===== src/hdl/r3df_pkg.sv =====
// shared types, constants and the crc-24q byte update for the rtcm3 deframer
// no dependencies; used by every module under hdl
`timescale 1ns / 1ps
`default_nettype none

package r3df_pkg;

  localparam int          BYTE_W      = 8;
  localparam int          OFFSET_W    = 11;
  localparam int          LEN_W       = 10;
  localparam int          CRC_W       = 24;
  localparam int          QUEUE_DEPTH = 4;
  localparam int          OUT_DATA_W  = 32;

  localparam logic [7:0]  PREAMBLE    = 8'hD3;
  localparam logic [23:0] CRC_POLY    = 24'h864CFB;

  // what the back end does with a frame byte
  typedef enum logic [1:0] {
    KIND_HEAD   = 2'd0,   // preamble, restarts the crc
    KIND_BODY   = 2'd1,   // header or payload byte, goes into the crc
    KIND_PARITY = 2'd2,   // first or second parity byte
    KIND_LAST   = 2'd3    // final parity byte, compare and close
  } kind_t;

  typedef struct packed {
    logic [BYTE_W-1:0]   frame_byte;
    logic [OFFSET_W-1:0] byte_offset;
    logic [LEN_W-1:0]    payload_length;
    kind_t               kind;
  } q_entry_t;

  // crc-24q over one byte, msb first, no reflection
  function automatic logic [CRC_W-1:0] crc24q_byte(input logic [CRC_W-1:0] crc,
                                                   input logic [BYTE_W-1:0] b);
    logic [CRC_W-1:0] c;
    c = crc ^ {b, 16'h0000};
    for (int i = 0; i < 8; i++) begin
      if (c[CRC_W-1]) begin
        c = {c[CRC_W-2:0], 1'b0} ^ CRC_POLY;
      end else begin
        c = {c[CRC_W-2:0], 1'b0};
      end
    end
    return c;
  endfunction

endpackage

`default_nettype wire


===== src/hdl/rtcm3_frame_deframer_crc24q.sv =====
// top level of the rtcm3 deframer with crc-24q check
// depends on r3df_pkg, r3df_front, r3df_queue, r3df_back
//
//  channel | direction | tdata (low bit up)                          | tlast     | tuser
//  --------+-----------+---------------------------------------------+-----------+-------
//  in_     | sink      | data_byte[7:0]                              | -         | -
//  out_    | source    | frame_byte[7:0], byte_offset[18:8],         | frame_end | crc_ok
//          |           | payload_length[28:19], zero [31:29]         |           |
//
// one byte per cycle sustained while the output is not stalled; each request passes through
// the queue and then the result register on its way from input to result, and the
// combinational crc-24q byte update in the back end sets the cycle time
// hunting bytes are taken and dropped, so in_tready only falls when the queue is full
// a stalled result holds in the output register while the queue keeps taking bytes
// synchronous reset clears the frame position, queue pointers and result valid;
// no clearing pass is needed
`timescale 1ns / 1ps
`default_nettype none

module rtcm3_frame_deframer_crc24q #(
  parameter int QUEUE_DEPTH = r3df_pkg::QUEUE_DEPTH
) (
  input  wire logic                               clk,
  input  wire logic                               rst_n,
  // input stream of raw bytes
  input  wire logic                               in_tvalid,
  output logic                                    in_tready,
  input  wire logic [r3df_pkg::BYTE_W-1:0]        in_tdata,   // data_byte
  // frame byte stream
  output logic                                    out_tvalid,
  input  wire logic                               out_tready,
  output logic [r3df_pkg::OUT_DATA_W-1:0]         out_tdata,  // frame_byte, byte_offset,
                                                              // payload_length, zero pad
  output logic                                    out_tlast,  // frame_end
  output logic                                    out_tuser   // crc_ok
);

  r3df_pkg::q_entry_t            push_entry, head;
  logic                          push, pop, q_full, head_valid;
  logic [r3df_pkg::BYTE_W-1:0]   res_byte;
  logic [r3df_pkg::OFFSET_W-1:0] res_offset;
  logic [r3df_pkg::LEN_W-1:0]    res_length;

  // front: hunt and classify, no dependence on the crc
  r3df_front u_front (
    .clk      (clk),
    .rst_n    (rst_n),
    .in_valid (in_tvalid),
    .in_byte  (in_tdata),
    .q_full   (q_full),
    .in_ready (in_tready),
    .push     (push),
    .entry    (push_entry)
  );

  // decouples input acceptance from output stalls
  r3df_queue #(
    .DEPTH (QUEUE_DEPTH)
  ) u_queue (
    .clk        (clk),
    .rst_n      (rst_n),
    .push       (push),
    .push_entry (push_entry),
    .pop        (pop),
    .full       (q_full),
    .head_valid (head_valid),
    .head       (head)
  );

  // back: crc, parity compare, result register
  r3df_back u_back (
    .clk        (clk),
    .rst_n      (rst_n),
    .head_valid (head_valid),
    .head       (head),
    .pop        (pop),
    .out_valid  (out_tvalid),
    .out_ready  (out_tready),
    .out_byte   (res_byte),
    .out_offset (res_offset),
    .out_length (res_length),
    .out_end    (out_tlast),
    .out_crc_ok (out_tuser)
  );

  assign out_tdata = {3'b000, res_length, res_offset, res_byte};

endmodule

`default_nettype wire


===== src/hdl/r3df_front.sv =====
// front end: preamble hunt, frame position and length tracking, byte classification
// depends on r3df_pkg
`timescale 1ns / 1ps
`default_nettype none

module r3df_front (
  input  wire logic                       clk,
  input  wire logic                       rst_n,
  input  wire logic                       in_valid,
  input  wire logic [r3df_pkg::BYTE_W-1:0] in_byte,
  input  wire logic                       q_full,
  output logic                            in_ready,
  output logic                            push,
  output r3df_pkg::q_entry_t              entry
);

  logic [r3df_pkg::OFFSET_W-1:0] pos_r, pos_nxt;
  logic [r3df_pkg::LEN_W-1:0]    len_r, len_nxt;
  logic [r3df_pkg::OFFSET_W-1:0] body_end, frame_end;
  logic                          keep;
  logic                          accept;

  assign in_ready  = !q_full;
  assign accept    = in_valid && in_ready;
  assign body_end  = {1'b0, len_r} + r3df_pkg::OFFSET_W'(3);
  assign frame_end = {1'b0, len_r} + r3df_pkg::OFFSET_W'(5);

  always_comb begin
    keep                 = 1'b1;
    pos_nxt              = pos_r + 1'b1;
    len_nxt              = len_r;
    entry.frame_byte     = in_byte;
    entry.byte_offset    = pos_r;
    entry.payload_length = len_r;
    entry.kind           = r3df_pkg::KIND_BODY;
    if (pos_r == '0) begin
      // hunting: anything but the preamble is dropped
      keep                 = (in_byte == r3df_pkg::PREAMBLE);
      len_nxt              = '0;
      entry.payload_length = '0;
      entry.kind           = r3df_pkg::KIND_HEAD;
    end else if (pos_r == r3df_pkg::OFFSET_W'(1)) begin
      len_nxt              = {in_byte[1:0], 8'h00};
      entry.payload_length = '0;
    end else if (pos_r == r3df_pkg::OFFSET_W'(2)) begin
      len_nxt              = {len_r[9:8], in_byte};
      entry.payload_length = {len_r[9:8], in_byte};
    end else if (pos_r < body_end) begin
      entry.kind = r3df_pkg::KIND_BODY;
    end else if (pos_r >= frame_end) begin
      entry.kind = r3df_pkg::KIND_LAST;
      pos_nxt    = '0;
      len_nxt    = '0;
    end else begin
      entry.kind = r3df_pkg::KIND_PARITY;
    end
  end

  assign push = accept && keep;

  always_ff @(posedge clk) begin
    if (!rst_n) begin
      pos_r <= '0;
      len_r <= '0;
    end else if (push) begin
      pos_r <= pos_nxt;
      len_r <= len_nxt;
    end
  end

  // position never runs past the last parity byte
  a_pos_bound: assert property (@(posedge clk) disable iff (!rst_n)
    pos_r <= frame_end)
    else $error("frame position beyond last parity byte");

  // a kept preamble while hunting always opens a frame at offset 1
  a_hunt_open: assert property (@(posedge clk) disable iff (!rst_n)
    (push && pos_r == '0) |=> (pos_r == r3df_pkg::OFFSET_W'(1)))
    else $error("preamble did not open a frame");

endmodule

`default_nettype wire


===== src/hdl/r3df_queue.sv =====
// short first-in first-out queue between front and back end
// depends on r3df_pkg for the entry type
`timescale 1ns / 1ps
`default_nettype none

module r3df_queue #(
  parameter int DEPTH = r3df_pkg::QUEUE_DEPTH
) (
  input  wire logic               clk,
  input  wire logic               rst_n,
  input  wire logic               push,
  input  wire r3df_pkg::q_entry_t push_entry,
  input  wire logic               pop,
  output logic                    full,
  output logic                    head_valid,
  output r3df_pkg::q_entry_t      head
);

  localparam int PW = (DEPTH > 1) ? $clog2(DEPTH) : 1;
  localparam int CW = $clog2(DEPTH + 1);

  r3df_pkg::q_entry_t mem_r [DEPTH];
  logic [PW-1:0]      wr_ptr_r, rd_ptr_r;
  logic [CW-1:0]      count_r;

  assign full       = (count_r == CW'(DEPTH));
  assign head_valid = (count_r != '0);
  assign head       = mem_r[rd_ptr_r];

  always_ff @(posedge clk) begin
    if (push) begin
      mem_r[wr_ptr_r] <= push_entry;
    end
  end

  always_ff @(posedge clk) begin
    if (!rst_n) begin
      wr_ptr_r <= '0;
      rd_ptr_r <= '0;
      count_r  <= '0;
    end else begin
      if (push) begin
        wr_ptr_r <= (wr_ptr_r == PW'(DEPTH - 1)) ? '0 : wr_ptr_r + 1'b1;
      end
      if (pop) begin
        rd_ptr_r <= (rd_ptr_r == PW'(DEPTH - 1)) ? '0 : rd_ptr_r + 1'b1;
      end
      if (push && !pop) begin
        count_r <= count_r + 1'b1;
      end else if (pop && !push) begin
        count_r <= count_r - 1'b1;
      end
    end
  end

  a_no_overflow: assert property (@(posedge clk) disable iff (!rst_n)
    !(push && full))
    else $error("push into full queue");

  a_no_underflow: assert property (@(posedge clk) disable iff (!rst_n)
    pop |-> head_valid)
    else $error("pop from empty queue");

endmodule

`default_nettype wire


===== src/hdl/r3df_back.sv =====
// back end: running crc-24q, parity capture and the registered result stage
// depends on r3df_pkg
`timescale 1ns / 1ps
`default_nettype none

module r3df_back (
  input  wire logic                          clk,
  input  wire logic                          rst_n,
  input  wire logic                          head_valid,
  input  wire r3df_pkg::q_entry_t            head,
  output logic                               pop,
  output logic                               out_valid,
  input  wire logic                          out_ready,
  output logic [r3df_pkg::BYTE_W-1:0]        out_byte,
  output logic [r3df_pkg::OFFSET_W-1:0]      out_offset,
  output logic [r3df_pkg::LEN_W-1:0]         out_length,
  output logic                               out_end,
  output logic                               out_crc_ok
);

  logic [r3df_pkg::CRC_W-1:0]    crc_r, crc_nxt;
  logic [15:0]                   par_r, par_nxt;
  logic                          end_nxt, ok_nxt;
  logic                          valid_r;
  logic [r3df_pkg::BYTE_W-1:0]   byte_r;
  logic [r3df_pkg::OFFSET_W-1:0] offset_r;
  logic [r3df_pkg::LEN_W-1:0]    length_r;
  logic                          end_r, ok_r;

  // result register frees up when empty or being taken
  assign pop = head_valid && (!valid_r || out_ready);

  always_comb begin
    crc_nxt = crc_r;
    par_nxt = par_r;
    end_nxt = 1'b0;
    ok_nxt  = 1'b0;
    case (head.kind)
      r3df_pkg::KIND_HEAD: begin
        crc_nxt = r3df_pkg::crc24q_byte('0, head.frame_byte);
        par_nxt = '0;
      end
      r3df_pkg::KIND_BODY: begin
        crc_nxt = r3df_pkg::crc24q_byte(crc_r, head.frame_byte);
      end
      r3df_pkg::KIND_PARITY: begin
        par_nxt = {par_r[7:0], head.frame_byte};
      end
      r3df_pkg::KIND_LAST: begin
        end_nxt = 1'b1;
        ok_nxt  = (crc_r == {par_r, head.frame_byte});
        crc_nxt = '0;
        par_nxt = '0;
      end
      default: begin
        crc_nxt = crc_r;
      end
    endcase
  end

  always_ff @(posedge clk) begin
    if (!rst_n) begin
      valid_r <= 1'b0;
      crc_r   <= '0;
      par_r   <= '0;
    end else begin
      if (pop) begin
        valid_r <= 1'b1;
        crc_r   <= crc_nxt;
        par_r   <= par_nxt;
      end else if (out_ready) begin
        valid_r <= 1'b0;
      end
    end
  end

  always_ff @(posedge clk) begin
    if (pop) begin
      byte_r   <= head.frame_byte;
      offset_r <= head.byte_offset;
      length_r <= head.payload_length;
      end_r    <= end_nxt;
      ok_r     <= ok_nxt;
    end
  end

  assign out_valid  = valid_r;
  assign out_byte   = byte_r;
  assign out_offset = offset_r;
  assign out_length = length_r;
  assign out_end    = end_r;
  assign out_crc_ok = ok_r;

  // shortest frame is header plus three parity bytes
  a_end_offset: assert property (@(posedge clk) disable iff (!rst_n)
    (valid_r && end_r) |-> (offset_r >= r3df_pkg::OFFSET_W'(5)))
    else $error("frame end before offset 5");

  a_ok_on_end: assert property (@(posedge clk) disable iff (!rst_n)
    (valid_r && ok_r) |-> end_r)
    else $error("crc_ok outside frame end");

  // crc state is cleared after closing a frame
  a_crc_cleared: assert property (@(posedge clk) disable iff (!rst_n)
    (pop && head.kind == r3df_pkg::KIND_LAST) |=> (crc_r == '0 && par_r == '0))
    else $error("crc state not cleared at frame end");

endmodule

`default_nettype wire


===== config.mk =====
export PLATFORM = sky130hd
export DESIGN_NAME = rtcm3_frame_deframer_crc24q
export DESIGN_NICKNAME = d
export VERILOG_FILES = /design/src/hdl/r3df_pkg.sv /design/src/hdl/rtcm3_frame_deframer_crc24q.sv /design/src/hdl/r3df_front.sv /design/src/hdl/r3df_queue.sv /design/src/hdl/r3df_back.sv
export SDC_FILE = /design/constraint.sdc
export NUM_CORES = 1
export LEC_CHECK = 0
export ABC_AREA = 1
export BUFFER_PORTS_ARGS = -buffer_cell sky130_fd_sc_hd__buf_2
export CAP_MARGIN = 30
export CORE_UTILIZATION = 55
export DETAILED_ROUTE_END_ITERATION = 16
export PLACE_DENSITY = 0.82
export SKIP_LAST_GASP = 1
export SLEW_MARGIN = 20
export SYNTH_ARGS = -nofsm -noshare
export SYNTH_HDL_FRONTEND = slang
export SYNTH_SLANG_ARGS = --single-unit

===== constraint.sdc =====
create_clock -name clk -period 3.1 [get_ports clk]
set_input_delay 0.31 -clock clk [delete_from_list [all_inputs] [get_ports clk]]
set_output_delay 0.31 -clock clk [all_outputs]
set_load 0.02 [all_outputs]

Yosys cells after proc, flatten, opt, wreduce, memory -nomap -nowiden
Memories as Yosys holds them, arrays and structs flattened. A register that Yosys moved wholly into a read port is not among the register bits. Index checks and enable logic that the tools add are counted.

Bits in registers: 100. Bits in writable memories: 124. Input bits: 12. Output and inout port bits: 36. Word-level logic and storage cells: 139. Memories kept: 1.

Add/sub/neg operators: 7. Order comparisons: 2. Equality and inequality tests: 13. Muxes and demuxes: 61. Bitwise operators: 17. Reduce and logical (&&, ||, !) cells: 24.

Memories: u_queue.mem_r (depth 4, width 31, rd ports 1, clocked after Yosys merged registers in 1, write ports 1, line r3df_queue.sv:22) `r3df_pkg::q_entry_t mem_r [DEPTH];`.

Operators with widths (count): $mux 24 (30); $not 13->13 (16); $pmux 24 s3 (1); $mux 10 (6); $mux 11 (5); $pmux 16 s2 (1); $eq 24x24->1 (1); $xor 24x24->24 (1); $mux 2 (7); $mux 12 (1); $add 10x2->11 const B (1); $add 10x3->11 const B (1); $add 11x1->11 const B (1); $eq 11x1->1 const B (1); $eq 11x2->1 const B (1); $ge 11x11->1 (1); $logic_not 11->1 (1); $lt 11x11->1 (1); $reduce_bool 3->1 (3); $eq 2x2->1 const B (4); $eq 8x8->1 const B (1); $mux 8 (1); $mux 1 (7); $mux 3 (2); other kinds (17) (29).

Longest topological paths before layout
Gate-level depths: netlist (run 1).

Word-level depth: 25. Mapped depth: 22. Mapped depth without buffers: 21.

Modules after synthesis
From an unflattened synthesis (run 1), not the netlist that was laid out.

Cells, all modules: 1263. Area, all modules: 11911.4 um^2.

Modules (own cells, without submodules): r3df_queue (instances 1, cells an instance 360, area an instance 5101.1 um^2, sequential area each 3903.7 um^2); r3df_back (instances 1, cells an instance 546, area an instance 4540.6 um^2, sequential area each 1751.7 um^2); r3df_front (instances 1, cells an instance 353, area an instance 2243.4 um^2, sequential area each 420.4 um^2); rtcm3_frame_deframer_crc24q (instances 1, cells an instance 4, area an instance 26.3 um^2, sequential area each 0.0 um^2).

Least setup slack after synthesis (run 1)
Ideal clock, no wire load.

Kind: reg-to-reg. Start point: reg u_front.pos_r[0] (netlist name). End point: mem u_queue.mem_r[0][0] (netlist name), enable pin. Setup time: 419 ps. Data arrival time: 2563 ps. Required time: 2681 ps. Slack: 118 ps. Cell stages (with the launch flop): 9. Buffers on the path: 1. Clock period less this slack: 2982 ps. Cells stage by stage: dfxtp_1 > inv_1 > ha_1 > inv_1 > nor3_2 > nand2_1 > nand2_1 > clkbuf_1 > nor2_1.

Longest elaborated chain between the ends: 5.

RTL lines: from (decl) (line r3df_front.sv:17) `logic [r3df_pkg::OFFSET_W-1:0] pos_r, pos_nxt;`; from (signal assigned) (line r3df_front.sv:66) `pos_r <= pos_nxt;`; $logic_not 11->1 (line r3df_front.sv:36) `if (pos_r == '0) begin`; $mux 1 (line r3df_front.sv:36); $logic_and 1x1->1 (line r3df_front.sv:59) `assign push = accept && keep;`; $mux 1 (line r3df_queue.sv:31) `if (push) begin`; $mux 1 (implied by the code) (line r3df_queue.sv:32) `mem_r[wr_ptr_r] <= push_entry;`; to (decl) (line r3df_queue.sv:22).

No other way between the ends.

Worst setup path in the final report (run 1)
Start point: reg u_front.len_r[0] (netlist name). End point: reg u_front.len_r[5] (netlist name).

Longest elaborated chain between the ends: 4. Elaborated cells on any way between the ends: 7. Those cells by class: add/sub: 2; order compare: 2; eq/ne: 1; reduce/logical: 2.

RTL lines: from (decl) (line r3df_front.sv:18) `logic [r3df_pkg::LEN_W-1:0] len_r, len_nxt;`; from (signal assigned) (line r3df_front.sv:67) `len_r <= len_nxt;`; $add 10x2->11 or $add 10x3->11 (tied branches) (line r3df_front.sv:25, r3df_front.sv:26); $lt 11x11->1 or $ge 11x11->1 (tied branches) (line r3df_front.sv:48, r3df_front.sv:50); $ne 4x1->1 (no source line) or $reduce_bool 4->1 (tied branches); $reduce_and 3->1 (no source line) *.

Mark *: on every way between the ends. The rest lies on a longest branch, timed or not. A chain may end at the register's enable or synchronous reset.

==> flow_metrics.env, run 1 <==
export IMPL_grt_max_degree=41
export IMPL_wl_um=27600
export IMPL_initial_core_util=0.565
export IMPL_rows=52
export IMPL_wl_per_cell_um=18.4
export IMPL_grt_overflow=0
export IMPL_antenna_found_initial=2
export IMPL_clk_pin_slew_worst_paths_ps=60
export IMPL_yosys_area_top_type="edfxtp_1"
export IMPL_hp_class="in -> reg"
export IMPL_dieWidth_um=147
export IMPL_syn_avg_cell_area_um2=10.0
export IMPL_synth_edff_count=155
export IMPL_clock_skew_ps=29.7
export IMPL_setup_worst_path_class="reg -> reg"
export IMPL_cts_buffers=24
export IMPL_ys_ff_latch=226
export IMPL_hold_viol=0
export IMPL_layout_drive_gt1_share=0.183
export IMPL_grt_pass1_vias=8320
export IMPL_setup_slack_ps=215
export IMPL_synthFlopType="edfxtp_1"
export IMPL_clock_sinks=226
export IMPL_vias_per_cell=5.78
export IMPL_insertion_delay_ps=540
export IMPL_vias=8686
export IMPL_cts_root_buf="clkbuf_16"
export IMPL_antenna_left=0
export IMPL_slew_headroom=0.522
export IMPL_first_iter_violations=857
export IMPL_synthDistinctLibCells=58
export IMPL_grt_usage=0.261
export IMPL_synth_area_top_cells="edfxtp_1, dfxtp_1, xor2_1"
export IMPL_place_hpwl_um=19100
export IMPL_drv_slew=0
export IMPL_coreArea_mm2=0.0204
export IMPL_rsz0062_at_grt="no"
export IMPL_fin_crit_sh=0.931
export IMPL_critPathRequiredTime_ps=3570
export IMPL_start_kind="register"
export IMPL_fill_cells=1537
export IMPL_synth_area_mm2=0.0115
export IMPL_cts_max_level=1
export IMPL_outcome="finished, final reports clean"
export IMPL_preCtsSetupSlack_ps=46.1
export IMPL_clockBufferDepth=3
export IMPL_grt_pass1_wl_um=43900
export IMPL_setup_viol=0
export IMPL_final_nets=1263
export IMPL_gp_congestion=0.949
export IMPL_finalSetupTns_ps=0
export IMPL_reg2reg_setup_slack_ps=220
export IMPL_port_buffers=44
export IMPL_critPathMaxFanout=16
export IMPL_yosys_warnings=0
export IMPL_dieHeight_um=147
export IMPL_dr_pass1_iters=7
export IMPL_arrival_ps=3360
export IMPL_final_cell_mix="edfxtp_1, nand2_1, o21ai_0"
export IMPL_tightestPinTransition_ps=716
export IMPL_cts_tree="done"
export IMPL_maxCapViolations=0
export IMPL_syn_inst=1148
export IMPL_max_freq_mhz=347
export IMPL_period_needed_ps=2880
export IMPL_area_growth_synth_to_final_pct=13.8
export IMPL_layout_cells_most_common="edfxtp_1"
export IMPL_end_kind="register"
export IMPL_drcViolationCount=0
export IMPL_die_area_mm2=0.0215
export IMPL_async_reset_ff_frac=0
export IMPL_ys_seq_area_frac=0.528
export IMPL_fin_cells=1503
export IMPL_place_inst=1456
export IMPL_io_pins=48
export IMPL_synth_top_area_frac=0.405
state kept, by name, summed over array words and instances (netlist names), named ones only:
name	flops
u_queue.rd_ptr_r	2
u_back.out_end	1
u_queue.wr_ptr_r	2
u_back.out_valid	1
u_back.out_crc_ok	1
u_queue.mem_r	124
u_queue.count_r	3
u_front.pos_r	11
u_back.par_r	16
u_back.out_length	10
u_back.out_byte	8
u_back.crc_r	24
u_front.len_r	10
u_back.out_offset	11
cells by family (layout without fill, tap and decap cells):
group,count (synthesis),after routing,share of synthesized area
buffers and inverters,142,223,0.0512
xor gates and xnor gates,80,80,0.0671
adders and majority gates,37,37,0.0409
other,1,4,0.000326
and+or+nand+nor,431,431,0.197
DFF,226,226,0.528
AOI/OAI and AO/OA,231,232,0.115
final cells by class:
class                   instances  area [µm²]  share of cell area
clock inverters                14         171              0.0131
multi-input cells             783        4920               0.376
inverters                     101         389              0.0297
diodes                          1        2.50            0.000191
clock buffers                  30         654              0.0500
repair buffers                 78         532              0.0406
flip-flops and latches        226        6080               0.465
well taps                     270         338              0.0258
per-layer routing:
metal  global-route usage  vias to the layer above  routed length, µm  part of all wire
li1                     -                     4136                  -                 -
met1                0.364                     4173              12000              0.43
met2                0.411                      329              12700              0.46
met3               0.0469                       46               2310             0.084
met4               0.0844                        2                598             0.022
met5                    0                        -                 17           0.00062
path summary, 6_finish.rpt:
kind,from,to,depth (start not counted)
setup / recovery,u_front.len_r[0],u_front.len_r[5],13
hold / removal,in_tdata[6],u_queue.mem_r[0][29],1
setup reg to reg,u_front.len_r[0],u_front.len_r[5],13
hold reg to reg,u_back.par_r[15],u_back.par_r[15],2
cells in the mapped netlist, drive strengths merged, types with 2 or more instances:
library cell and n:
a21oi 46, a22oi 14, a31oi 16, a32oi 2
and2 2, buf 12, clkbuf 29, clkinv 2
dfxtp 71, edfxtp 155, ha 36, inv 99
nand2 167, nand3 106, nand3b 10, nand4 8
nor2 108, nor3 12, nor4 3, o2111ai 4
o211ai 6, o21ai 115, o22ai 22, or2 11
or4 2, xnor2 10, xor2 70
worst max-delay path: stages (launching register included):
cell and delay [ps]:
dfxtp_2 340, ha_1 230, o21ai_0 350, nor3_2 110, xor2_1 170, ha_1 330, nand2_1 70, a2111o_1 380
o2111ai_1 120, nand2_2 120, a31oi_2 190, buf_12 170, o21ai_0 80, a21oi_1 160
repair_timing:
action,in CTS,in global routing
setup buffers,0,0
setup endpoints to repair,2,24
hold buffers,1,0
hold endpoints to repair,4,0
gates resized for setup,1,16
gates cloned,0,1
pin swaps,0,4
metrics by stage:
stage | hold WS (ps) | utilization | cell area [µm²]
2_1_floorplan | 409 | - | 11500
3_3_place_gp | 467 | 0.599 | 12200
3_5_place_dp | 469 | 0.599 | 12200
4_1_cts | 16.6 | 0.640 | 13000
5_1_grt | 29.8 | 0.642 | 13100
6_report | 35.6 | 0.643 | 13100
Power of run 1 is left out: the tool's default activity adds up to more than one toggle a clock period on the data nets, which glitch-free logic cannot reach.
==> run 2: changes to the inputs <==
- CORE_ASPECT_RATIO: not set -> 0.5
- SYNTH_HIERARCHICAL: not set -> 1
==> flow_metrics.env, run 2 <==
export IMPL_outcome="finished, final reports clean"
export IMPL_min_path_cells=1
export IMPL_clk_pin_slew_worst_paths_ps=60
export IMPL_preCtsSetupSlack_ps=212
export IMPL_final_nets=1364
export IMPL_maxCapViolations=0
export IMPL_max_freq_mhz=342
export IMPL_layout_drive_gt1_share=0.164
export IMPL_largest_reg_flops=124
export IMPL_synth_area_top_cells="edfxtp_1, dfxtp_1, nand2_1"
export IMPL_synth_top_cells_by_count="nand2_1, edfxtp_1, nor2_1"
export IMPL_syn_inst=1263
export IMPL_final_util=0.630
export IMPL_antenna_cells=0
export IMPL_yosysMostFrequentCell="nand2_1"
export IMPL_place_hpwl_um=21500
export IMPL_top_register="u_queue/mem_r"
export IMPL_drv_slew=0
export IMPL_drcViolationCount=0
export IMPL_end_kind="register"
export IMPL_layout_cells_most_common="nand2_1"
export IMPL_initial_core_util=0.571
export IMPL_synth_area_mm2=0.0119
export IMPL_gp_congestion=1.01
export IMPL_timing_rr_end="u_back/crc_r[23]"
export IMPL_tightestPinTransition_ps=679
export IMPL_cts_buffers=21
export IMPL_p_leak_uw=0.00533
export IMPL_arrival_ps=3360
export IMPL_vias=9418
export IMPL_clock_sinks=226
export IMPL_synth_top_area_frac=0.391
export IMPL_ys_ff_latch=226
export IMPL_power_switching_uw=7570
export IMPL_swShare=0.482
export IMPL_setup_viol=0
export IMPL_hp_class="in -> reg"
export IMPL_ys_seq_area_frac=0.510
export IMPL_wl_per_cell_um=19.0
export IMPL_critPathTopFamily="buffers and inverters"
export IMPL_clock_skew_ps=7.18
export IMPL_reg_top3="u_queue/mem_r: 124 flops, u_back/crc_r: 24 flops, u_back/par_r: 16 flops"
export IMPL_power_frac_clock=0.156
export IMPL_cts_root_buf="clkbuf_16"
export IMPL_start_kind="register"
export IMPL_p_int_uw=8140
export IMPL_area_growth_synth_to_final_pct=10.5
export IMPL_period_needed_ps=2930
export IMPL_synth_edff_count=155
export IMPL_dieWidth_um=210
export IMPL_synthDistinctLibCells=45
export IMPL_cts_setup_buffers=0
export IMPL_io_pins=48
export IMPL_hold_viol=0
export IMPL_slowest_delay_ps=330
export IMPL_critPathMaxFanout=17
export IMPL_grt_usage=0.274
export IMPL_setup_slack_ps=173
export IMPL_cp_num_buf_inv=4
export IMPL_first_iter_violations=1215
export IMPL_hp_start="in_tdata[4]"
export IMPL_grt_pass1_wl_um=47600
export IMPL_r2r_cells=15
export IMPL_pwr_share_seq=0.263
export IMPL_insertion_delay_ps=510
export IMPL_reg2reg_setup_slack_ps=170
export IMPL_yosys_warnings=6
export IMPL_grt_max_degree=48
export IMPL_cts_max_level=1
export IMPL_yosys_area_top_type="edfxtp_1"
export IMPL_setup_worst_path_class="reg -> reg"
export IMPL_port_buffers=44
export IMPL_powerDensity_mw_per_mm2=1190
export IMPL_final_cell_mix="nand2_1, edfxtp_1, nor2_1"
export IMPL_critical_path_cell_chain="inv_1, buf_4, o21ai_1, o22ai_1, buf_4, xor2_1, or2_1, nand2_1, inv_2, nand3_2, nand3_4, nand2_4, nand2_1, nand3_1, a21oi_2"
export IMPL_grt_pass1_vias=8905
export IMPL_antenna_left=0
export IMPL_die_area_mm2=0.0223
export IMPL_vias_per_cell=5.81
export IMPL_cts_tree="done"
export IMPL_comb_power_share=0.581
export IMPL_antenna_found_initial=0
export IMPL_wl_um=30800
export IMPL_peakVddDrop_mv=0.549
export IMPL_hold_slack_ps=50.5
export IMPL_critPathRequiredTime_ps=3540
export IMPL_grt_overflow=0
export IMPL_coreArea_mm2=0.0209
export IMPL_syn_avg_cell_area_um2=9.43
export IMPL_rows=37
export IMPL_critPathSlowestCell="dfxtp_1"
export IMPL_clockBufferDepth=3
export IMPL_fin_crit_sh=0.944
export IMPL_dieHeight_um=106
export IMPL_synthFlopType="edfxtp_1"
export IMPL_slew_headroom=0.547
export IMPL_dr_pass1_iters=6
export IMPL_holdPathEnd="u_queue/mem_r[3][27]"
export IMPL_async_reset_ff_frac=0
[run 2: routing by layer]
| metal | wire (µm) | up-vias | GRT usage |
|---|---|---|---|
| met5 | 0 | - | 0 |
| met4 | 913 | 0 | 0.0772 |
| met3 | 2670 | 85 | 0.0366 |
| met2 | 14800 | 487 | 0.475 |
| met1 | 12400 | 4455 | 0.363 |
| li1 | - | 4391 | - |
[run 2: power groups by stage]
stage	registers [µW]	clock network (µW)	logic, µW
floorplan	4370	0	6550
global placement	4160	0	8660
detailed placement	4170	0	8870
CTS	4110	2480	8940
global route	4170	2600	9860
finish	4130	2450	9130
[run 2: worst max path at each step]
stage | from | slack [ps] | depth (start not counted) | endpoint
global route | u_front/len_r[0] | -40 | 17 | u_front/len_r[8]
detailed placement | register | 210 | 19 | u_back/crc_r[23]
floorplan | u_front/len_r[0] | 590 | 15 | u_front/pos_r[7]
CTS | register | 190 | 19 | u_back/crc_r[23]
global placement | u_front/len_r[0] | 260 | 15 | u_front/pos_r[7]
finish | register | 170 | 15 | u_back/crc_r[23]
[run 2: cells by family after synthesis]
family | share of synthesized area
simple gates | 0.206
compound gates | 0.115
flops | 0.510
buf+inv | 0.0798
xor+xnor | 0.0492
fa+ha+maj | 0.0395
other cells | 0.000315
[run 2: area by class of cell]
type | count | area [µm²]
timing repair buffer | 87 | 624
sequential | 226 | 6080
tap | 292 | 365
inverter | 141 | 542
clock inverter | 14 | 100
clock buffer | 24 | 537
fill | 1605 | 7720
multi-input combinational | 838 | 4910
[run 2: repair_timing]
| item | in CTS | in global routing |
|---|---|---|
| hold endpoints to repair | 0 | 0 |
| hold buffers | 0 | 0 |
| resized for setup | 0 | 7 |
| setup endpoints to repair | 0 | 18 |
[run 2: through the flow]
stage / setup TNS (ps) / cells / instance area, µm² / total power [µW]
6_report: 0 / 1622 / 13200 / 15700
3_5_place_dp: 0 / 1582 / 12500 / 13000
2_1_floorplan: 0 / 1265 / 11900 / 10900
4_1_cts: 0 / 1620 / 13100 / 15500
3_3_place_gp: 0 / 1582 / 12500 / 12800
5_1_grt: -39.9 / 1622 / 13200 / 16600
Power figures use the tool's default switching activity.
==> run 3: changes to the inputs <==
- CORE_UTILIZATION: 55 -> 45
- PLACE_DENSITY: 0.82 -> 0.71
==> flow_metrics.env, run 3 (synthesis gave the netlist of run 2 again) <==
export IMPL_outcome="finished, final reports clean"
export IMPL_cts_hold_buffers_added=0
export IMPL_setup_viol=0
export IMPL_ctsResizeCount=0
export IMPL_preCtsSetupSlack_ps=118
export IMPL_wl_um=29900
export IMPL_place_inst=1635
export IMPL_cts_max_level=1
export IMPL_dr_pass1_iters=5
export IMPL_fin_area_mm2=0.0133
export IMPL_end_kind="register"
export IMPL_arrival_ps=3090
export IMPL_dieWidth_um=232
export IMPL_setup_worst_path_class="reg -> reg"
export IMPL_swShare=0.467
export IMPL_antenna_found_initial=0
export IMPL_power_switching_uw=7400
export IMPL_tightestPinTransition_ps=704
export IMPL_fin_cells=1674
export IMPL_reg_top3="u_queue/mem_r: 124 flops, u_back/crc_r: 24 flops, u_back/par_r: 16 flops"
export IMPL_drv_slew=0
export IMPL_cts_buffers=22
export IMPL_gp_congestion=0.958
export IMPL_port_buffers=44
export IMPL_place_hpwl_um=21500
export IMPL_peakVddDrop_mv=0.609
export IMPL_die_area_mm2=0.0272
export IMPL_clock_skew_ps=19.2
export IMPL_coreArea_mm2=0.0256
export IMPL_vias=9056
export IMPL_rows=41
export IMPL_critPathRequiredTime_ps=3350
export IMPL_antenna_left=0
export IMPL_p_int_uw=8430
export IMPL_comb_power_share=0.558
export IMPL_layout_drive_gt1_share=0.165
export IMPL_clockBufferDepth=3
export IMPL_period_needed_ps=2840
export IMPL_cts_setup_buffers=0
export IMPL_area_growth_synth_to_final_pct=11.7
export IMPL_slew_headroom=0.530
export IMPL_top_register="u_queue/mem_r"
export IMPL_antenna_cells=0
export IMPL_final_cell_mix="nand2_1, edfxtp_1, nor2_1"
export IMPL_pwr_share_seq=0.261
export IMPL_clk_pin_slew_worst_paths_ps=60
export IMPL_first_iter_violations=975
export IMPL_cts_root_buf="clkbuf_16"
export IMPL_io_pins=48
export IMPL_dieHeight_um=117
export IMPL_start_kind="register"
export IMPL_finalSetupTns_ps=0
export IMPL_powerDensity_mw_per_mm2=1190
export IMPL_largest_reg_flops=124
export IMPL_setup_slack_ps=259
export IMPL_initial_core_util=0.465
export IMPL_critPathMaxFanout=4
export IMPL_place_area_mm2=0.0125
export IMPL_fill_cells=2271
export IMPL_fin_crit_sh=0.917
export IMPL_hp_class="in -> reg"
export IMPL_power_total_uw=15800
export IMPL_max_freq_mhz=352
export IMPL_p_leak_uw=0.00539
export IMPL_maxCapViolations=0
export IMPL_hold_viol=0
export IMPL_power_frac_clock=0.181
export IMPL_grt_pass1_wl_um=46700
export IMPL_final_nets=1364
export IMPL_cts_tree="done"
export IMPL_wl_per_cell_um=17.8
export IMPL_rsz0062_at_grt="no"
export IMPL_vias_per_cell=5.41
export IMPL_grt_max_degree=40
export IMPL_drcViolationCount=0
export IMPL_grt_pass1_vias=8633
export IMPL_insertion_delay_ps=520
export IMPL_grt_overflow=0
export IMPL_layout_cells_most_common="nand2_1"
export IMPL_grt_usage=0.222
export IMPL_clock_sinks=226
[run 3: metal layers]
metal / track usage / routed length (µm) / up-vias
met5: 0 / 0 / -
met2: 0.390 / 14500 / 324
li1: - / - / 4415
met4: 0.0592 / 637 / 0
met3: 0.0303 / 1790 / 48
met1: 0.291 / 12900 / 4269
[run 3: per-stage QoR]
step / utilization / hold slack, ps
floorplan: - / 431
finish: 0.520 / 71.5
detailed placement: 0.488 / 476
CTS: 0.518 / 49.2
global route: 0.520 / 61.7
global placement: 0.488 / 468
[run 3: power groups by stage]
stage / Clock, µW / Sequential, µW / Combinational, µW
2_1_floorplan: 0 / 4370 / 6550
3_3_place_gp: 0 / 4170 / 8580
3_5_place_dp: 0 / 4180 / 8690
4_1_cts: 2890 / 4120 / 8730
5_1_grt: 3020 / 4180 / 9660
6_report: 2860 / 4130 / 8840
[run 3: cell type report]
class	count	area, µm²	area share
multi-input cells	838	4910	0.369
well taps	344	430	0.0324
clock inverters	15	200	0.0151
flip-flops and latches	226	6080	0.457
repair buffers	86	556	0.0418
inverters	141	547	0.0411
clock buffers	24	579	0.0436
[run 3: critical path: stages, from the launching register on]
cell	delay, ps
dfxtp_1	370
inv_1	120
ha_1	200
or2_2	330
nor2_1	170
nand4_1	140
xor2_1	170
ha_1	300
nand2_1	50
nor2_1	120
nand3_1	90
nand3_1	110
inv_1	90
nor2_1	150
a31oi_2	160
[run 3: worst paths after layout]
check | depth (start not counted) | start | slack, ps | end
setup / recovery | 14 | u_front/len_r[1] | 260 | u_queue/mem_r[0][0]
hold / removal | 1 | in_tdata[1] | 70 | u_queue/mem_r[3][24]
setup reg to reg | 14 | u_front/len_r[1] | 260 | u_queue/mem_r[0][0]
hold reg to reg | 2 | u_back/par_r[10] | 490 | u_back/par_r[10]
